### config.mk
export PLATFORM = sky130hd
export DESIGN_NAME = timestamp_text_to_epoch_seconds_unit
export DESIGN_NICKNAME = d
export VERILOG_FILES = /design/src/rtl/tts_pkg.sv /design/src/rtl/timestamp_text_to_epoch_seconds_unit.sv /design/src/rtl/tts_parser.sv /design/src/rtl/tts_calendar.sv /design/src/rtl/tts_scale.sv
export SDC_FILE = /design/constraint.sdc
export NUM_CORES = 1
export LEC_CHECK = 0
export BUFFER_PORTS_ARGS = -buffer_cell sky130_fd_sc_hd__buf_2
export CAP_MARGIN = 10
export CORE_ASPECT_RATIO = 1.75
export CORE_MARGIN = 2
export CORE_UTILIZATION = 57
export DETAILED_ROUTE_END_ITERATION = 8
export PLACE_DENSITY = 0.81
export SYNTH_ARGS = -nofsm -noshare
export SYNTH_HDL_FRONTEND = slang
export SYNTH_SLANG_ARGS = --single-unit
### constraint.sdc
create_clock -name clk -period 10.4 [get_ports clk]
set_clock_uncertainty 0.2 [all_clocks]
set_input_delay 2.08 -clock clk [delete_from_list [all_inputs] [get_ports clk]]
set_output_delay 2.08 -clock clk [all_outputs]
set_load 0.02 [all_outputs]
### src/rtl/tts_pkg.sv
// Shared types, character codes and calendar tables for the timestamp unit.
package tts_pkg;

    // Parse phases, one-hot.
    typedef enum logic [15:0] {
        PH_YEAR   = 16'h0001,
        PH_DASH1  = 16'h0002,
        PH_MONTH  = 16'h0004,
        PH_DASH2  = 16'h0008,
        PH_DAY    = 16'h0010,
        PH_TEE    = 16'h0020,
        PH_HOUR   = 16'h0040,
        PH_COLON1 = 16'h0080,
        PH_MINUTE = 16'h0100,
        PH_COLON2 = 16'h0200,
        PH_SECOND = 16'h0400,
        PH_ZONE   = 16'h0800,
        PH_OFFH   = 16'h1000,
        PH_OFFSEP = 16'h2000,
        PH_OFFM   = 16'h4000,
        PH_DONE   = 16'h8000
    } tts_phase_t;

    // Character codes.
    localparam logic [7:0] CH_PLUS  = 8'd43;
    localparam logic [7:0] CH_DASH  = 8'd45;
    localparam logic [7:0] CH_DOT   = 8'd46;
    localparam logic [7:0] CH_ZERO  = 8'd48;
    localparam logic [7:0] CH_NINE  = 8'd57;
    localparam logic [7:0] CH_COLON = 8'd58;
    localparam logic [7:0] CH_T_UP  = 8'd84;
    localparam logic [7:0] CH_Z_UP  = 8'd90;
    localparam logic [7:0] CH_T_LO  = 8'd116;
    localparam logic [7:0] CH_Z_LO  = 8'd122;

    // Widths of the arithmetic stages.
    localparam int DAYS_W = 23;
    localparam int TOD_W  = 20;
    localparam int SECS_W = 39;

    localparam int SECONDS_PER_DAY    = 86400;
    localparam int SECONDS_PER_HOUR   = 3600;
    localparam int SECONDS_PER_MINUTE = 60;
    localparam int DAYS_PER_CENTURY   = 36524;
    localparam int DAYS_PER_YEAR      = 365;
    localparam int EPOCH_DAY_OFFSET   = 719468;

    // Raw fields of one finished stamp.
    typedef struct packed {
        logic       wellformed;
        logic [6:0] year_hi;
        logic [6:0] year_lo;
        logic [6:0] month;
        logic [6:0] day;
        logic [6:0] hour;
        logic [6:0] minute;
        logic [6:0] second;
        logic       offset_negative;
        logic [6:0] offset_hours;
        logic [6:0] offset_minutes;
    } tts_fields_t;

    // Day count and time of day of one stamp.
    typedef struct packed {
        logic                     ok;
        logic signed [DAYS_W-1:0] days;
        logic signed [TOD_W-1:0]  tod;
    } tts_span_t;

    function automatic logic [4:0] month_length(input logic [6:0] month, input logic leap);
        logic [4:0] len;
        case (month) inside
            7'd2:                     len = leap ? 5'd29 : 5'd28;
            7'd4, 7'd6, 7'd9, 7'd11:  len = 5'd30;
            default:                  len = 5'd31;
        endcase
        return len;
    endfunction

    // Days before each month of a year that starts in March.
    function automatic logic [8:0] march_day_base(input logic [3:0] idx);
        logic [8:0] base;
        case (idx)
            4'd0:    base = 9'd0;
            4'd1:    base = 9'd31;
            4'd2:    base = 9'd61;
            4'd3:    base = 9'd92;
            4'd4:    base = 9'd122;
            4'd5:    base = 9'd153;
            4'd6:    base = 9'd184;
            4'd7:    base = 9'd214;
            4'd8:    base = 9'd245;
            4'd9:    base = 9'd275;
            4'd10:   base = 9'd306;
            4'd11:   base = 9'd337;
            default: base = 9'd0;
        endcase
        return base;
    endfunction

endpackage

### src/rtl/timestamp_text_to_epoch_seconds_unit.sv
// Timestamp text to Unix seconds: top level with parser, calendar and output stages.
//
// Input channel (in_valid, in_stall, char_code, is_last): one character per item,
// is_last marks the final character of a stamp. Output channel (out_valid,
// out_stall, valid_res, epoch_seconds): one result item per stamp, on its last
// character; valid_res is 0 and epoch_seconds is 0 for a malformed stamp or an
// impossible date or time.
// Throughput: one character per cycle while in_stall is low, and a new stamp may
// start in the cycle after the previous last character.
// After the edge that accepts the last character, its result passes the capture,
// calendar and output registers in that order before out_valid rises.
// A waiting result does not block the input until the capture, calendar and output
// registers all hold an item and the receiver stalls the output; in_stall then
// holds every character, not only a last one.
// Reset clears the parse state and all stage valids; the first character after
// reset starts a new stamp. Characters after a malformed one are ignored until
// the last character of that stamp.
module timestamp_text_to_epoch_seconds_unit import tts_pkg::*; (
    input  logic                     clk,
    input  logic                     rst_n,
    input  logic                     in_valid,
    output logic                     in_stall,
    input  logic [7:0]               char_code,
    input  logic                     is_last,
    output logic                     out_valid,
    input  logic                     out_stall,
    output logic                     valid_res,
    output logic signed [SECS_W-1:0] epoch_seconds
);

    logic        parse_ready, cal_ready, scale_ready;
    logic        take;
    logic        cap_valid, span_valid;
    tts_fields_t cap_fields;
    tts_span_t   span;

    // Take a character whenever the capture register can accept a finished stamp.
    assign take     = in_valid && parse_ready;
    assign in_stall = !parse_ready;

    tts_parser u_parser (
        .clk        (clk),
        .rst_n      (rst_n),
        .take       (take),
        .char_code  (char_code),
        .is_last    (is_last),
        .down_ready (cal_ready),
        .ready      (parse_ready),
        .cap_valid  (cap_valid),
        .cap_fields (cap_fields)
    );

    // Validate the date and split it into day count and time of day.
    tts_calendar u_calendar (
        .clk        (clk),
        .rst_n      (rst_n),
        .in_valid   (cap_valid),
        .fields     (cap_fields),
        .down_ready (scale_ready),
        .ready      (cal_ready),
        .span_valid (span_valid),
        .span       (span)
    );

    // Scale to seconds and hold the result until the receiver takes it.
    tts_scale u_scale (
        .clk           (clk),
        .rst_n         (rst_n),
        .in_valid      (span_valid),
        .span          (span),
        .out_stall     (out_stall),
        .ready         (scale_ready),
        .out_valid     (out_valid),
        .valid_res     (valid_res),
        .epoch_seconds (epoch_seconds)
    );

endmodule

### src/rtl/tts_parser.sv
// Character parser: holds the parse state and captures the fields of a finished stamp.
module tts_parser import tts_pkg::*; (
    input  logic        clk,
    input  logic        rst_n,
    input  logic        take,
    input  logic [7:0]  char_code,
    input  logic        is_last,
    input  logic        down_ready,
    output logic        ready,
    output logic        cap_valid,
    output tts_fields_t cap_fields
);

    tts_phase_t  phase_reg, phase_next, eff_phase, phase_after;
    logic [2:0]  pos_reg, pos_next, eff_pos, pos_inc, field_len;
    logic [6:0]  hi_reg, hi_next, lo_reg, lo_next;
    logic [6:0]  month_reg, month_next, day_reg, day_next;
    logic [6:0]  hour_reg, hour_next, minute_reg, minute_next;
    logic [6:0]  second_reg, second_next;
    logic        offneg_reg, offneg_next;
    logic [6:0]  offh_reg, offh_next, offm_reg, offm_next;
    logic        malformed_reg, malformed_next;
    logic        cap_valid_reg;
    tts_fields_t cap_reg, cap_next;
    logic        is_digit;
    logic [3:0]  digit;
    logic [6:0]  acc_cur, acc_new;

    assign is_digit  = (char_code >= CH_ZERO) && (char_code <= CH_NINE);
    assign digit     = char_code[3:0];
    assign eff_phase = (phase_reg == PH_OFFSEP) ? PH_OFFM : phase_reg;
    assign eff_pos   = (phase_reg == PH_OFFSEP) ? 3'd0 : pos_reg;
    assign pos_inc   = eff_pos + 3'd1;
    assign acc_new   = 7'(acc_cur * 7'd10) + {3'b000, digit};

    // Field under accumulation and where it leads.
    always_comb
    begin
        acc_cur     = '0;
        phase_after = PH_DONE;
        field_len   = 3'd2;
        unique case (eff_phase) inside
            PH_YEAR:
            begin
                acc_cur     = eff_pos[1] ? lo_reg : hi_reg;
                phase_after = PH_DASH1;
                field_len   = 3'd4;
            end
            PH_MONTH:
            begin
                acc_cur     = month_reg;
                phase_after = PH_DASH2;
            end
            PH_DAY:
            begin
                acc_cur     = day_reg;
                phase_after = PH_TEE;
            end
            PH_HOUR:
            begin
                acc_cur     = hour_reg;
                phase_after = PH_COLON1;
            end
            PH_MINUTE:
            begin
                acc_cur     = minute_reg;
                phase_after = PH_COLON2;
            end
            PH_SECOND:
            begin
                acc_cur     = second_reg;
                phase_after = PH_ZONE;
            end
            PH_OFFH:
            begin
                acc_cur     = offh_reg;
                phase_after = PH_OFFSEP;
            end
            PH_OFFM:
            begin
                acc_cur     = offm_reg;
                phase_after = PH_DONE;
            end
            default: ;
        endcase
    end

    // Consume one character.
    always_comb
    begin
        phase_next     = eff_phase;
        pos_next       = eff_pos;
        hi_next        = hi_reg;
        lo_next        = lo_reg;
        month_next     = month_reg;
        day_next       = day_reg;
        hour_next      = hour_reg;
        minute_next    = minute_reg;
        second_next    = second_reg;
        offneg_next    = offneg_reg;
        offh_next      = offh_reg;
        offm_next      = offm_reg;
        malformed_next = malformed_reg;
        if (malformed_reg)
        begin
            phase_next = phase_reg;
            pos_next   = pos_reg;
        end
        else if (phase_reg == PH_OFFSEP && char_code == CH_COLON)
        begin
            phase_next = PH_OFFM;
            pos_next   = 3'd0;
        end
        else
        begin
            unique case (eff_phase) inside
                PH_DASH1:
                    if (char_code == CH_DASH) phase_next = PH_MONTH;
                    else malformed_next = 1'b1;
                PH_DASH2:
                    if (char_code == CH_DASH) phase_next = PH_DAY;
                    else malformed_next = 1'b1;
                PH_TEE:
                    if (char_code == CH_T_UP || char_code == CH_T_LO) phase_next = PH_HOUR;
                    else malformed_next = 1'b1;
                PH_COLON1:
                    if (char_code == CH_COLON) phase_next = PH_MINUTE;
                    else malformed_next = 1'b1;
                PH_COLON2:
                    if (char_code == CH_COLON) phase_next = PH_SECOND;
                    else malformed_next = 1'b1;
                PH_ZONE:
                begin
                    if (char_code == CH_DOT && eff_pos == 3'd0)
                        pos_next = 3'd1;
                    else if (is_digit && eff_pos == 3'd1)
                        pos_next = eff_pos;
                    else if (char_code == CH_Z_UP || char_code == CH_Z_LO)
                        phase_next = PH_DONE;
                    else if (char_code == CH_PLUS || char_code == CH_DASH)
                    begin
                        offneg_next = (char_code == CH_DASH);
                        phase_next  = PH_OFFH;
                        pos_next    = 3'd0;
                    end
                    else
                        malformed_next = 1'b1;
                end
                PH_YEAR, PH_MONTH, PH_DAY, PH_HOUR, PH_MINUTE, PH_SECOND, PH_OFFH, PH_OFFM:
                begin
                    if (is_digit)
                    begin
                        unique case (eff_phase) inside
                            PH_YEAR:
                                if (eff_pos[1]) lo_next = acc_new;
                                else hi_next = acc_new;
                            PH_MONTH:  month_next  = acc_new;
                            PH_DAY:    day_next    = acc_new;
                            PH_HOUR:   hour_next   = acc_new;
                            PH_MINUTE: minute_next = acc_new;
                            PH_SECOND: second_next = acc_new;
                            PH_OFFH:   offh_next   = acc_new;
                            default:   offm_next   = acc_new;
                        endcase
                        if (pos_inc >= field_len)
                        begin
                            phase_next = phase_after;
                            pos_next   = 3'd0;
                        end
                        else
                            pos_next = pos_inc;
                    end
                    else
                        malformed_next = 1'b1;
                end
                default: malformed_next = 1'b1;
            endcase
        end
    end

    always_comb
    begin
        cap_next.wellformed      = !malformed_next && (phase_next == PH_DONE);
        cap_next.year_hi         = hi_next;
        cap_next.year_lo         = lo_next;
        cap_next.month           = month_next;
        cap_next.day             = day_next;
        cap_next.hour            = hour_next;
        cap_next.minute          = minute_next;
        cap_next.second          = second_next;
        cap_next.offset_negative = offneg_next;
        cap_next.offset_hours    = offh_next;
        cap_next.offset_minutes  = offm_next;
    end

    assign ready      = !cap_valid_reg || down_ready;
    assign cap_valid  = cap_valid_reg;
    assign cap_fields = cap_reg;

    // Advance parse state; drop it back to reset after the last character.
    always_ff @(posedge clk or negedge rst_n)
    begin
        if (!rst_n)
        begin
            phase_reg     <= PH_YEAR;
            pos_reg       <= '0;
            hi_reg        <= '0;
            lo_reg        <= '0;
            month_reg     <= '0;
            day_reg       <= '0;
            hour_reg      <= '0;
            minute_reg    <= '0;
            second_reg    <= '0;
            offneg_reg    <= 1'b0;
            offh_reg      <= '0;
            offm_reg      <= '0;
            malformed_reg <= 1'b0;
            cap_valid_reg <= 1'b0;
        end
        else
        begin
            if (take && is_last)
            begin
                phase_reg     <= PH_YEAR;
                pos_reg       <= '0;
                hi_reg        <= '0;
                lo_reg        <= '0;
                month_reg     <= '0;
                day_reg       <= '0;
                hour_reg      <= '0;
                minute_reg    <= '0;
                second_reg    <= '0;
                offneg_reg    <= 1'b0;
                offh_reg      <= '0;
                offm_reg      <= '0;
                malformed_reg <= 1'b0;
            end
            else if (take)
            begin
                phase_reg     <= phase_next;
                pos_reg       <= pos_next;
                hi_reg        <= hi_next;
                lo_reg        <= lo_next;
                month_reg     <= month_next;
                day_reg       <= day_next;
                hour_reg      <= hour_next;
                minute_reg    <= minute_next;
                second_reg    <= second_next;
                offneg_reg    <= offneg_next;
                offh_reg      <= offh_next;
                offm_reg      <= offm_next;
                malformed_reg <= malformed_next;
            end
            if (ready)
                cap_valid_reg <= take && is_last;
        end
    end

    always_ff @(posedge clk)
    begin
        if (ready && take && is_last)
            cap_reg <= cap_next;
    end

endmodule

### src/rtl/tts_calendar.sv
// Calendar stage: validates the date and time and forms day count and time of day.
module tts_calendar import tts_pkg::*; (
    input  logic        clk,
    input  logic        rst_n,
    input  logic        in_valid,
    input  tts_fields_t fields,
    input  logic        down_ready,
    output logic        ready,
    output logic        span_valid,
    output tts_span_t   span
);

    logic               leap, early, lo_zero, ok;
    logic [4:0]         mlen;
    logic signed [7:0]  yhi;
    logic [6:0]         ylo, sec_c;
    logic [3:0]         idx;
    logic [8:0]         doy;
    logic signed [23:0] days_wide, base_tod, off_tod, tod_wide;
    logic               span_valid_reg;
    tts_span_t          span_reg, span_next;

    // Leap years from the century and year-in-century digit pairs.
    assign lo_zero = (fields.year_lo == 7'd0);
    assign leap    = (fields.year_lo[1:0] == 2'b00) &&
                     (!lo_zero || fields.year_hi[1:0] == 2'b00);
    assign mlen    = month_length(fields.month, leap);
    assign ok      = fields.wellformed &&
                     fields.month >= 7'd1 && fields.month <= 7'd12 &&
                     fields.day >= 7'd1 && fields.day <= {2'b00, mlen} &&
                     fields.hour <= 7'd23 && fields.minute <= 7'd59 &&
                     fields.second <= 7'd60;

    // January and February count with the previous year.
    assign early = (fields.month <= 7'd2);
    assign yhi   = (early && lo_zero) ? $signed({1'b0, fields.year_hi}) - 8'sd1
                                      : $signed({1'b0, fields.year_hi});
    assign ylo   = (early && lo_zero) ? 7'd99 : fields.year_lo - {6'd0, early};
    assign idx   = (fields.month > 7'd2) ? 4'(fields.month - 7'd3) : 4'(fields.month + 7'd9);
    assign doy   = march_day_base(idx) + {2'b00, fields.day} - 9'd1;

    assign days_wide = 24'(yhi) * 24'(DAYS_PER_CENTURY)
                     + $signed({17'd0, ylo}) * 24'(DAYS_PER_YEAR)
                     + $signed({19'd0, ylo[6:2]})
                     + 24'(yhi >>> 2)
                     + $signed({15'd0, doy})
                     - 24'(EPOCH_DAY_OFFSET);

    // Leap second 60 counts as 59.
    assign sec_c    = (fields.second > 7'd59) ? 7'd59 : fields.second;
    assign base_tod = $signed({17'd0, fields.hour}) * 24'(SECONDS_PER_HOUR)
                    + $signed({17'd0, fields.minute}) * 24'(SECONDS_PER_MINUTE)
                    + $signed({17'd0, sec_c});
    assign off_tod  = $signed({17'd0, fields.offset_hours}) * 24'(SECONDS_PER_HOUR)
                    + $signed({17'd0, fields.offset_minutes}) * 24'(SECONDS_PER_MINUTE);
    assign tod_wide = fields.offset_negative ? base_tod + off_tod : base_tod - off_tod;

    always_comb
    begin
        span_next.ok   = ok;
        span_next.days = days_wide[DAYS_W-1:0];
        span_next.tod  = tod_wide[TOD_W-1:0];
    end

    assign ready      = !span_valid_reg || down_ready;
    assign span_valid = span_valid_reg;
    assign span       = span_reg;

    always_ff @(posedge clk or negedge rst_n)
    begin
        if (!rst_n)
            span_valid_reg <= 1'b0;
        else if (ready)
            span_valid_reg <= in_valid;
    end

    always_ff @(posedge clk)
    begin
        if (ready && in_valid)
            span_reg <= span_next;
    end

endmodule

### src/rtl/tts_scale.sv
// Output stage: scales days to seconds, adds time of day and holds the result.
module tts_scale import tts_pkg::*; (
    input  logic                     clk,
    input  logic                     rst_n,
    input  logic                     in_valid,
    input  tts_span_t                span,
    input  logic                     out_stall,
    output logic                     ready,
    output logic                     out_valid,
    output logic                     valid_res,
    output logic signed [SECS_W-1:0] epoch_seconds
);

    logic signed [40:0]       prod, total;
    logic                     out_valid_reg, ok_reg;
    logic signed [SECS_W-1:0] secs_reg, secs_next;

    assign prod      = 41'(span.days) * 41'(SECONDS_PER_DAY);
    assign total     = prod + 41'(span.tod);
    assign secs_next = span.ok ? total[SECS_W-1:0] : '0;

    assign ready         = !out_valid_reg || !out_stall;
    assign out_valid     = out_valid_reg;
    assign valid_res     = ok_reg;
    assign epoch_seconds = secs_reg;

    always_ff @(posedge clk or negedge rst_n)
    begin
        if (!rst_n)
            out_valid_reg <= 1'b0;
        else if (ready)
            out_valid_reg <= in_valid;
    end

    always_ff @(posedge clk)
    begin
        if (ready && in_valid)
        begin
            ok_reg   <= span.ok;
            secs_reg <= secs_next;
        end
    end

endmodule

# == Word-level counts from Yosys, hierarchy flattened ==
# Memory sizes are Yosys's and may differ from the RTL's.
# Cells that the tools add are included.
# op_classes
order_cmp,13
n_mux,128
bitwise_logic,0
n_reduce_logical,45
shifts,0
addsub,19
n_div,0
n_mul,8
n_eq_ne,31
# ops
cell,count
7-bit 2-to-1 mux,68
16-bit 2-to-1 mux,16
16-bit case mux with 7 select lines,2
20-bit adder,3
7-bit case mux with 8 select lines,1
23-bit by 6-bit adder with 23-bit output,2
39-bit by 20-bit adder with 39-bit output,1
3-bit 2-to-1 mux,12
"8-bit by 6-bit == test with 1-bit output, second input constant",4
"8-bit by 7-bit == test with 1-bit output, second input constant",4
"23-bit by 11-bit multiplier with 32-bit output, second input constant",1
"7-bit by 8-bit multiplier with 15-bit output, second input constant",2
23-bit by 10-bit adder with 23-bit output,1
23-bit adder,1
1-bit 2-to-1 mux,23
"23-bit by 21-bit subtractor with 23-bit output, second input constant",1
"7-bit by 4-bit multiplier with 11-bit output, second input constant",2
"8-bit by 15-bit multiplier with 21-bit output, second input constant",1
20-bit by 8-bit adder with 20-bit output,1
1-bit logical AND,20
20-bit 2-to-1 mux,1
20-bit subtractor,1
"16-bit by 1-bit == test with 1-bit output, second input constant",1
"16-bit by 10-bit == test with 1-bit output, second input constant",1
other kinds (56),74
# totals
elab_cells,277
mem_bits_rw,0
inputBits,13
mem_bits_ro,144
regBits,236
n_memories,1
latchBits,0
# memory_table
memory,words,word_bits,read_ports,rd_ports_with_merged_regs,wr,line,text
(name not given),16,9,1,0,0,tts_pkg.sv:83,case (idx)

# == Logic depth before layout (Yosys ltp) ==
# Gate-level depths: netlist of run 1.
# depth
ltp_word,14
mapped_depth,38
depth_no_buf,37

# == Modules after synthesis ==
# A second synthesis of run 1 with hierarchy kept.
# unflattened
hier_cells,3000
hier_area_um2,28163.3
# modules_own_cells
module,seq_area_each_um2,cells_each,area_per_inst_um2,instances
tts_calendar,1346.3,1437,12973.7,1
tts_parser,4080.2,752,7727.4,1
tts_scale,1226.2,809,7452.1,1
timestamp_text_to_epoch_seconds_unit,0.0,2,10.0,1

# == Worst setup path before layout of run 1 ==
# No wires, ideal clock.
# synth_path
path_type,register to register
from,reg u_parser.cap_reg (netlist bit u_parser.cap_fields[47])
to,"reg u_calendar.span_reg (netlist bit u_calendar.span[41]), data pin"
required_time_ns,9.943
setup_slack_ns,1.430
setup_ns,0.257
arrival_ns,8.513
synth_period_minus_slack_ns,8.970
n_path_buf,0
path_stages_with_launch,27
path_cell_list,edfxtp_1 > or3_1 > or4_1 > nor4_2 > nand3_1 > or4_1 > xnor2_1 > ha_1 > ha_1 > inv_1 > fa_1 > fa_1 > inv_1 > ha_1 > xor2_1 > ha_1 > fa_1 > inv_1 > fa_1 > ha_1 > or3_1 > o211ai_1 > o21ai_0 > o41a_1 > a221o_1 > o211a_1 > xor2_1
# synth_between
elab_chain_len,9
# synth_rtl
item,line,text
"start, declared",tts_parser.sv:24,"tts_fields_t cap_reg, cap_next;"
"start signal, assigned",tts_parser.sv:262,cap_reg <= cap_next;
7-bit by 2-bit <= comparator with 1-bit output,tts_calendar.sv:35,assign early = (fields.month <= 7'd2);
7-bit by 1-bit subtractor with 7-bit output / 1-bit logical AND (equally long branches),"tts_calendar.sv:38, tts_calendar.sv:36",
7-bit 2-to-1 mux / 8-bit 2-to-1 mux (equally long branches),"tts_calendar.sv:38, tts_calendar.sv:36",
7-bit by 9-bit multiplier with 16-bit output / 8-bit by 15-bit multiplier with 21-bit output (equally long branches),"tts_calendar.sv:43, tts_calendar.sv:42",
23-bit adder,tts_calendar.sv:43,"+ $signed({17'd0, ylo}) * 24'(DAYS_PER_YEAR)"
23-bit by 6-bit adder with 23-bit output,tts_calendar.sv:44,"+ $signed({19'd0, ylo[6:2]})"
23-bit by 6-bit adder with 23-bit output,tts_calendar.sv:45,+ 24'(yhi >>> 2)
23-bit by 10-bit adder with 23-bit output *,tts_calendar.sv:46,"+ $signed({15'd0, doy})"
23-bit by 21-bit subtractor with 23-bit output *,tts_calendar.sv:47,- 24'(EPOCH_DAY_OFFSET);
via u_calendar.days_wide[21],tts_calendar.sv:19,"logic signed [23:0] days_wide, base_tod, off_tod, tod_wide;"
"end signal, assigned",tts_calendar.sv:80,span_reg <= span_next;
"end, declared",tts_calendar.sv:21,"tts_span_t span_reg, span_next;"
# The timed path passes the listed nets; every way through them passes the cells marked *.
# A chain may end at the register's enable or synchronous reset.

# == Worst setup path after layout of run 1 ==
# layout_path
from,reg u_parser.cap_reg (netlist bit u_parser.cap_fields[47])
to,"reg u_calendar.span_reg (netlist bit u_calendar.span[42]), data pin"
# Same word-level chain as after synthesis.

==> run_results.csv, run 1 <==
group,metric,value,unit
detailed_routing,detail-route-antenna-nets,0,
sta,timing.max_slew.rel_slack,24.0,%
detailed_routing,vias,20966,
synth,synth.ff_latch_count,236,
min_path,hp-class,"reg2reg",
finish,layout.cells.non_filler,3497,
place,dp_cells,3449,
clocking,tritoncts.num_buffers,26,
place,detailedPlace.worstSlack,1.01,ns
finish,num-nets-final,3547,
synth,synth_top_area_cell,"ha_1",
die,die_area,49500,um2
synth,yosysUniqueCellTypes,86,
grt,grt_usage,27.0,%
clocking,insertion_delay,0.57,ns
clocking,post_cts.resized_instances,0,
synth,synth-edff-count,149,
grt,first_global_vias,22325,
die,die_width,169,um
synth,synth.area.top_cells,"ha_1 22%, edfxtp_1 16%, fa_1 13%",
sta,rsz0062_at_grt,"false",
setup_path,critical_path.max_fanout,4,
setup_path,cp_data_required_time,10.51,ns
setup_path,cp_data_arrival_time,9.55,ns
detailed_routing,post_route_wl,66300,um
outcome,outcome,"finished, final reports clean",
synth,synthCells,2847,
detailed_routing,first_pass_iters,5,
setup_path,cp-end-kind,"register",
die,core_area,47000,um2
run,drv_cap,0,
grt,grt_first_pass_wirelength,107000,um
finish,layout_common_cells,"473 x ha_1, 420 x inv_1, 187 x nand2_1, 172 x fa_1, 156 x o21ai_0",
grt,grt_max_degree,71,
sta,finalHoldViolCount,0,
sta,max_freq,106,MHz
die,floorplan.die.height,293,um
sta,drv_slew,0,
sta,setup_ws,0.954,ns
finish,final_common_cell,"ha_1",
grt,grt_overflow,0,
synth,most_frequently_used_flop_master_after_synthesis,"edfxtp_1",
finish,final_layout_size_suffix_gt1_share,6.02,%
finish,post_route_core_utilization,61.7,%
clocking,cts.root.buffer_cell,"clkbuf_16",
detailed_routing,vias_per_cell,6.00,
clocking,ctsLongestPathBuffers,3,
die,floorplan.rows,105,
detailed_routing,wl_per_instance,19.0,um
synth,synth_top_area_share,21.8,%
synth,asyncSetResetFlopFracSynth,36.9,%
place,detailed_place_hpwl,54400,um
sta,period_minus_slack,9.45,ns
place,place.port_buffers,54,
die,initial_cell_density_of_the_core,57.8,%
setup_path,timing.setup.critical_path_class,"reg2reg",
sta,final-setup-viol-count,0,
finish,largest_register_ffs,65,
detailed_routing,drc_errors,0,
sta,setup_tns,0,ns
setup_path,critPathSlowestCell,"or4_1",
setup_path,timing.critical_path.from_type,"register",
finish,antenna_cells,0,
place,gp_routability_congestion,0.973,
clocking,numClockSinks,236,
synth,syn-cell-area,27200,um2
clocking,post_cts.repair.setup_buffers,0,
clocking,tritoncts_clock_tree,"done",
clocking,htree_num_levels,1,
synth,mappedNetlistNets,3505,
synth,synth-seq-area-share,24.5,%
die,io_pins,55,
clocking,clk_transition_reported_paths,0.06,ns
sta,worst-slew-pin-transition,1.14,ns
setup_path,max_stage_delay,0.56,ns
clocking,hold_buffers,0,
detailed_routing,drtIter0Drc,1205,
synth,synthesis_warning_total,0,
finish,synthToLayoutAreaGrowth,6.69,%
setup_path,setup.reg_to_reg.worst_slack,0.95,ns
synth,postSynthAreaPerCell,9.55,um2
setup_path,worst_path_most_repeated_cell,"ha_1",
grt,number_of_antenna_violations_at_the_first_check_in_global_routing,0,
sta,min_period_over_period,90.8,%
==> cell usage after synthesis (25+ instances only) <==
master	instances
a22o_1	34
clkbuf_1	49
a21oi_1	143
dfrtp_1	86
fa_1	172
nand3_1	37
mux2_2	25
nand2_1	187
ha_1	473
o21ai_0	156
xnor2_1	128
nand2b_1	32
edfxtp_1	149
nor2b_1	26
a21o_1	62
o21a_1	38
nor3_1	45
inv_1	421
xor2_1	74
nor2_1	155
==> worst paths after layout <==
check | from | to | cells after the start
max | u_parser.cap_fields[47]$_DFFE_PP_ | u_calendar.span[42]$_DFFE_PP_ | 34
min | u_parser.hour_reg[6]$_DFFE_PN0P_ | u_parser.hour_reg[6]$_DFFE_PN0P_ | 1
max reg2reg | u_parser.cap_fields[47]$_DFFE_PP_ | u_calendar.span[42]$_DFFE_PP_ | 34
min reg2reg | u_parser.hour_reg[6]$_DFFE_PN0P_ | u_parser.hour_reg[6]$_DFFE_PN0P_ | 1
max in group asynchronous | rst_n | u_parser.phase_reg[2]$_DFFE_PN0P_ | 2
min in group asynchronous | rst_n | u_parser.pos_reg[2]$_DFFE_PN0P_ | 1
==> worst max-delay path: cells and delay by family (launching register included) <==
kind	cells	cell delay (ns)
AO/OA/AOI/OAI	12	2.53
XOR/XNOR	2	0.18
adder cells (fa/ha/maj)	10	3.56
buffers and inverters	3	0.20
flip-flops	1	0.38
multiplexers	1	0.22
AND/OR/NAND/NOR	6	1.94
==> kinds of logic after synthesis <==
group / synth area share [%]
compound gates: 14.5
xor+xnor: 6.65
fa+ha+maj: 34.4
buf+inv: 6.78
flops: 24.5
mux: 1.29
other cells: 0.0138
simple gates: 11.8
==> layout make-up <==
class | count | area (um2)
clock buffers | 31 | 701
clock inverters | 17 | 213
fillers | 3844 | 18000
inverters | 423 | 1600
multi-input cells | 2131 | 18700
flip-flops and latches | 236 | 6650
well taps | 588 | 736
repair buffers | 71 | 400
==> through the flow <==
stage               area, um2  hold WS [ns]
CTS                     29000         0.283
detailed placement      28100         0.270
floorplan               27200         0.249
finish                  29000         0.284
global placement        28100         0.258
global route            29000         0.303
==> layer usage <==
metal	part of all wire, %	vias up	global-route usage (%)
li1	-	9961	-
met5	0	-	0
met4	8.4	0	19.5
met2	55	586	53.6
met1	34	10142	24.8
met3	3.3	277	2.73
Power of run 1 is not shown: default switching activity piles up to over one toggle a cycle in this logic, so the estimate is an artifact.
==> run 2, diff against run 1 <==
- CORE_ASPECT_RATIO: 1.75 -> not set
- SKIP_CTS_REPAIR_TIMING: not set -> 1
==> run_results.csv, run 2 (synthesis gave the netlist of run 1 again) <==
group,metric,value,unit
setup_path,timing.setup.critical_path_class,"reg2reg",
finish,final_common_cell,"ha_1",
setup_path,cp-end-kind,"register",
place,place.port_buffers,54,
setup_path,max_stage_delay,0.53,ns
detailed_routing,first_pass_iters,7,
finish,layout_common_cells,"473 x ha_1, 420 x inv_1, 187 x nand2_1, 172 x fa_1, 156 x o21ai_0",
die,core_area,47400,um2
detailed_routing,vias,20720,
setup_path,worst_path_most_repeated_cell,"ha_1",
sta,period_minus_slack,9.55,ns
setup_path,cp_data_required_time,10.52,ns
setup_path,critPathSlowestCell,"edfxtp_1",
finish,postLayoutCellArea,29000,um2
detailed_routing,drc_errors,0,
die,floorplan.rows,80,
sta,final-setup-viol-count,0,
finish,antenna_cells,0,
die,initial_cell_density_of_the_core,57.3,%
clocking,htree_num_levels,1,
run,drv_cap,0,
grt,grt_overflow,0,
die,floorplan.die.height,222,um
clocking,numClockSinks,236,
finish,synthToLayoutAreaGrowth,6.79,%
die,die_width,222,um
detailed_routing,wl_per_instance,17.4,um
sta,min_period_over_period,91.8,%
sta,finalHoldViolCount,0,
sta,worst-slew-pin-transition,1.10,ns
clocking,clk_transition_reported_paths,0.06,ns
setup_path,cp_data_arrival_time,9.67,ns
clocking,insertion_delay,0.58,ns
detailed_routing,detail-route-antenna-nets,0,
place,detailed_place_hpwl,49300,um
sta,drv_slew,0,
grt,grt_max_degree,68,
detailed_routing,drtIter0Drc,1634,
die,die_area,49500,um2
sta,max_freq,105,MHz
sta,rsz0062_at_grt,"false",
outcome,outcome,"finished, final reports clean",
grt,first_global_vias,21086,
min_path,hp-class,"reg2reg",
detailed_routing,post_route_wl,61300,um
setup_path,critical_path.max_fanout,12,
sta,timing.max_slew.rel_slack,26.6,%
place,dpl_cell_area,28100,um2
finish,layout.cells.non_filler,3522,
detailed_routing,vias_per_cell,5.88,
place,dp_cells,3470,
clocking,cts.root.buffer_cell,"clkbuf_16",
die,io_pins,55,
sta,setup_tns,0,ns
clocking,ctsLongestPathBuffers,3,
grt,grt_usage,24.8,%
finish,final_layout_size_suffix_gt1_share,5.92,%
finish,largest_register_ffs,65,
finish,num-nets-final,3543,
place,gp_routability_congestion,0.948,
clocking,tritoncts.num_buffers,28,
setup_path,timing.critical_path.from_type,"register",
grt,number_of_antenna_violations_at_the_first_check_in_global_routing,1,
clocking,tritoncts_clock_tree,"done",
grt,grt_first_pass_wirelength,102000,um
## run 2: cell types whose count changed in the layout (fill, tap and decap cells not counted), sizes merged
cell	before	now
buf	71	65
clkbuf	31	33
inv	423	425
clkinv	10	11
clkinvlp	3	2
## run 2: final cells by class
cell class                      count  area, um2
Inverter                          423       1600
Timing Repair Buffer               65        355
Fill cell                        3816      18400
Clock buffer                       33        719
Multi-Input combinational cell   2131      18700
Sequential cell                   236       6650
Tap cell                          615        769
Clock inverter                     19        234
## run 2: per-stage QoR
stage	utilization [%]	hold WS [ns]	setup slack, ns
3_5_place_dp	59.2	0.268	0.925
6_report	61.2	0.280	0.853
4_1_cts	61.2	0.283	0.906
2_1_floorplan	-	0.249	1.43
3_3_place_gp	59.2	0.258	1.34
5_1_grt	61.2	0.304	0.235
## run 2: final timing paths
kind	startpoint	slack, ns	to	depth (start not counted)
max	u_parser.cap_fields[44]$_DFFE_PP_	0.85	u_calendar.span[41]$_DFFE_PP_	35
min	u_parser.offm_reg[6]$_DFFE_PN0P_	0.28	u_parser.offm_reg[6]$_DFFE_PN0P_	1
max reg2reg	u_parser.cap_fields[44]$_DFFE_PP_	0.85	u_calendar.span[41]$_DFFE_PP_	35
min reg2reg	u_parser.offm_reg[6]$_DFFE_PN0P_	0.28	u_parser.offm_reg[6]$_DFFE_PN0P_	1
max in group asynchronous	rst_n	7.63	u_parser.offh_reg[5]$_DFFE_PN0P_	2
min in group asynchronous	rst_n	1.23	u_parser.pos_reg[0]$_DFFE_PN0P_	1
## run 2: critical path: cells and delay by family, from the launching register on
kind            cells  cell delay [ns]
compound gates     11             2.40
xor+xnor            2             0.26
fa+ha+maj          10             3.58
buf+inv             4             0.30
flops               1             0.53
mux                 1             0.25
simple gates        7             1.79
## run 2: layer usage
metal | global-route usage, % | up-vias | wire length (um)
met5 | 0 | - | 12
met4 | 6.75 | 2 | 1680
met3 | 2.66 | 142 | 2860
met2 | 45.0 | 606 | 30500
met1 | 31.5 | 9994 | 26300
li1 | - | 9976 | -
Power of run 2 is left out for the same reason.
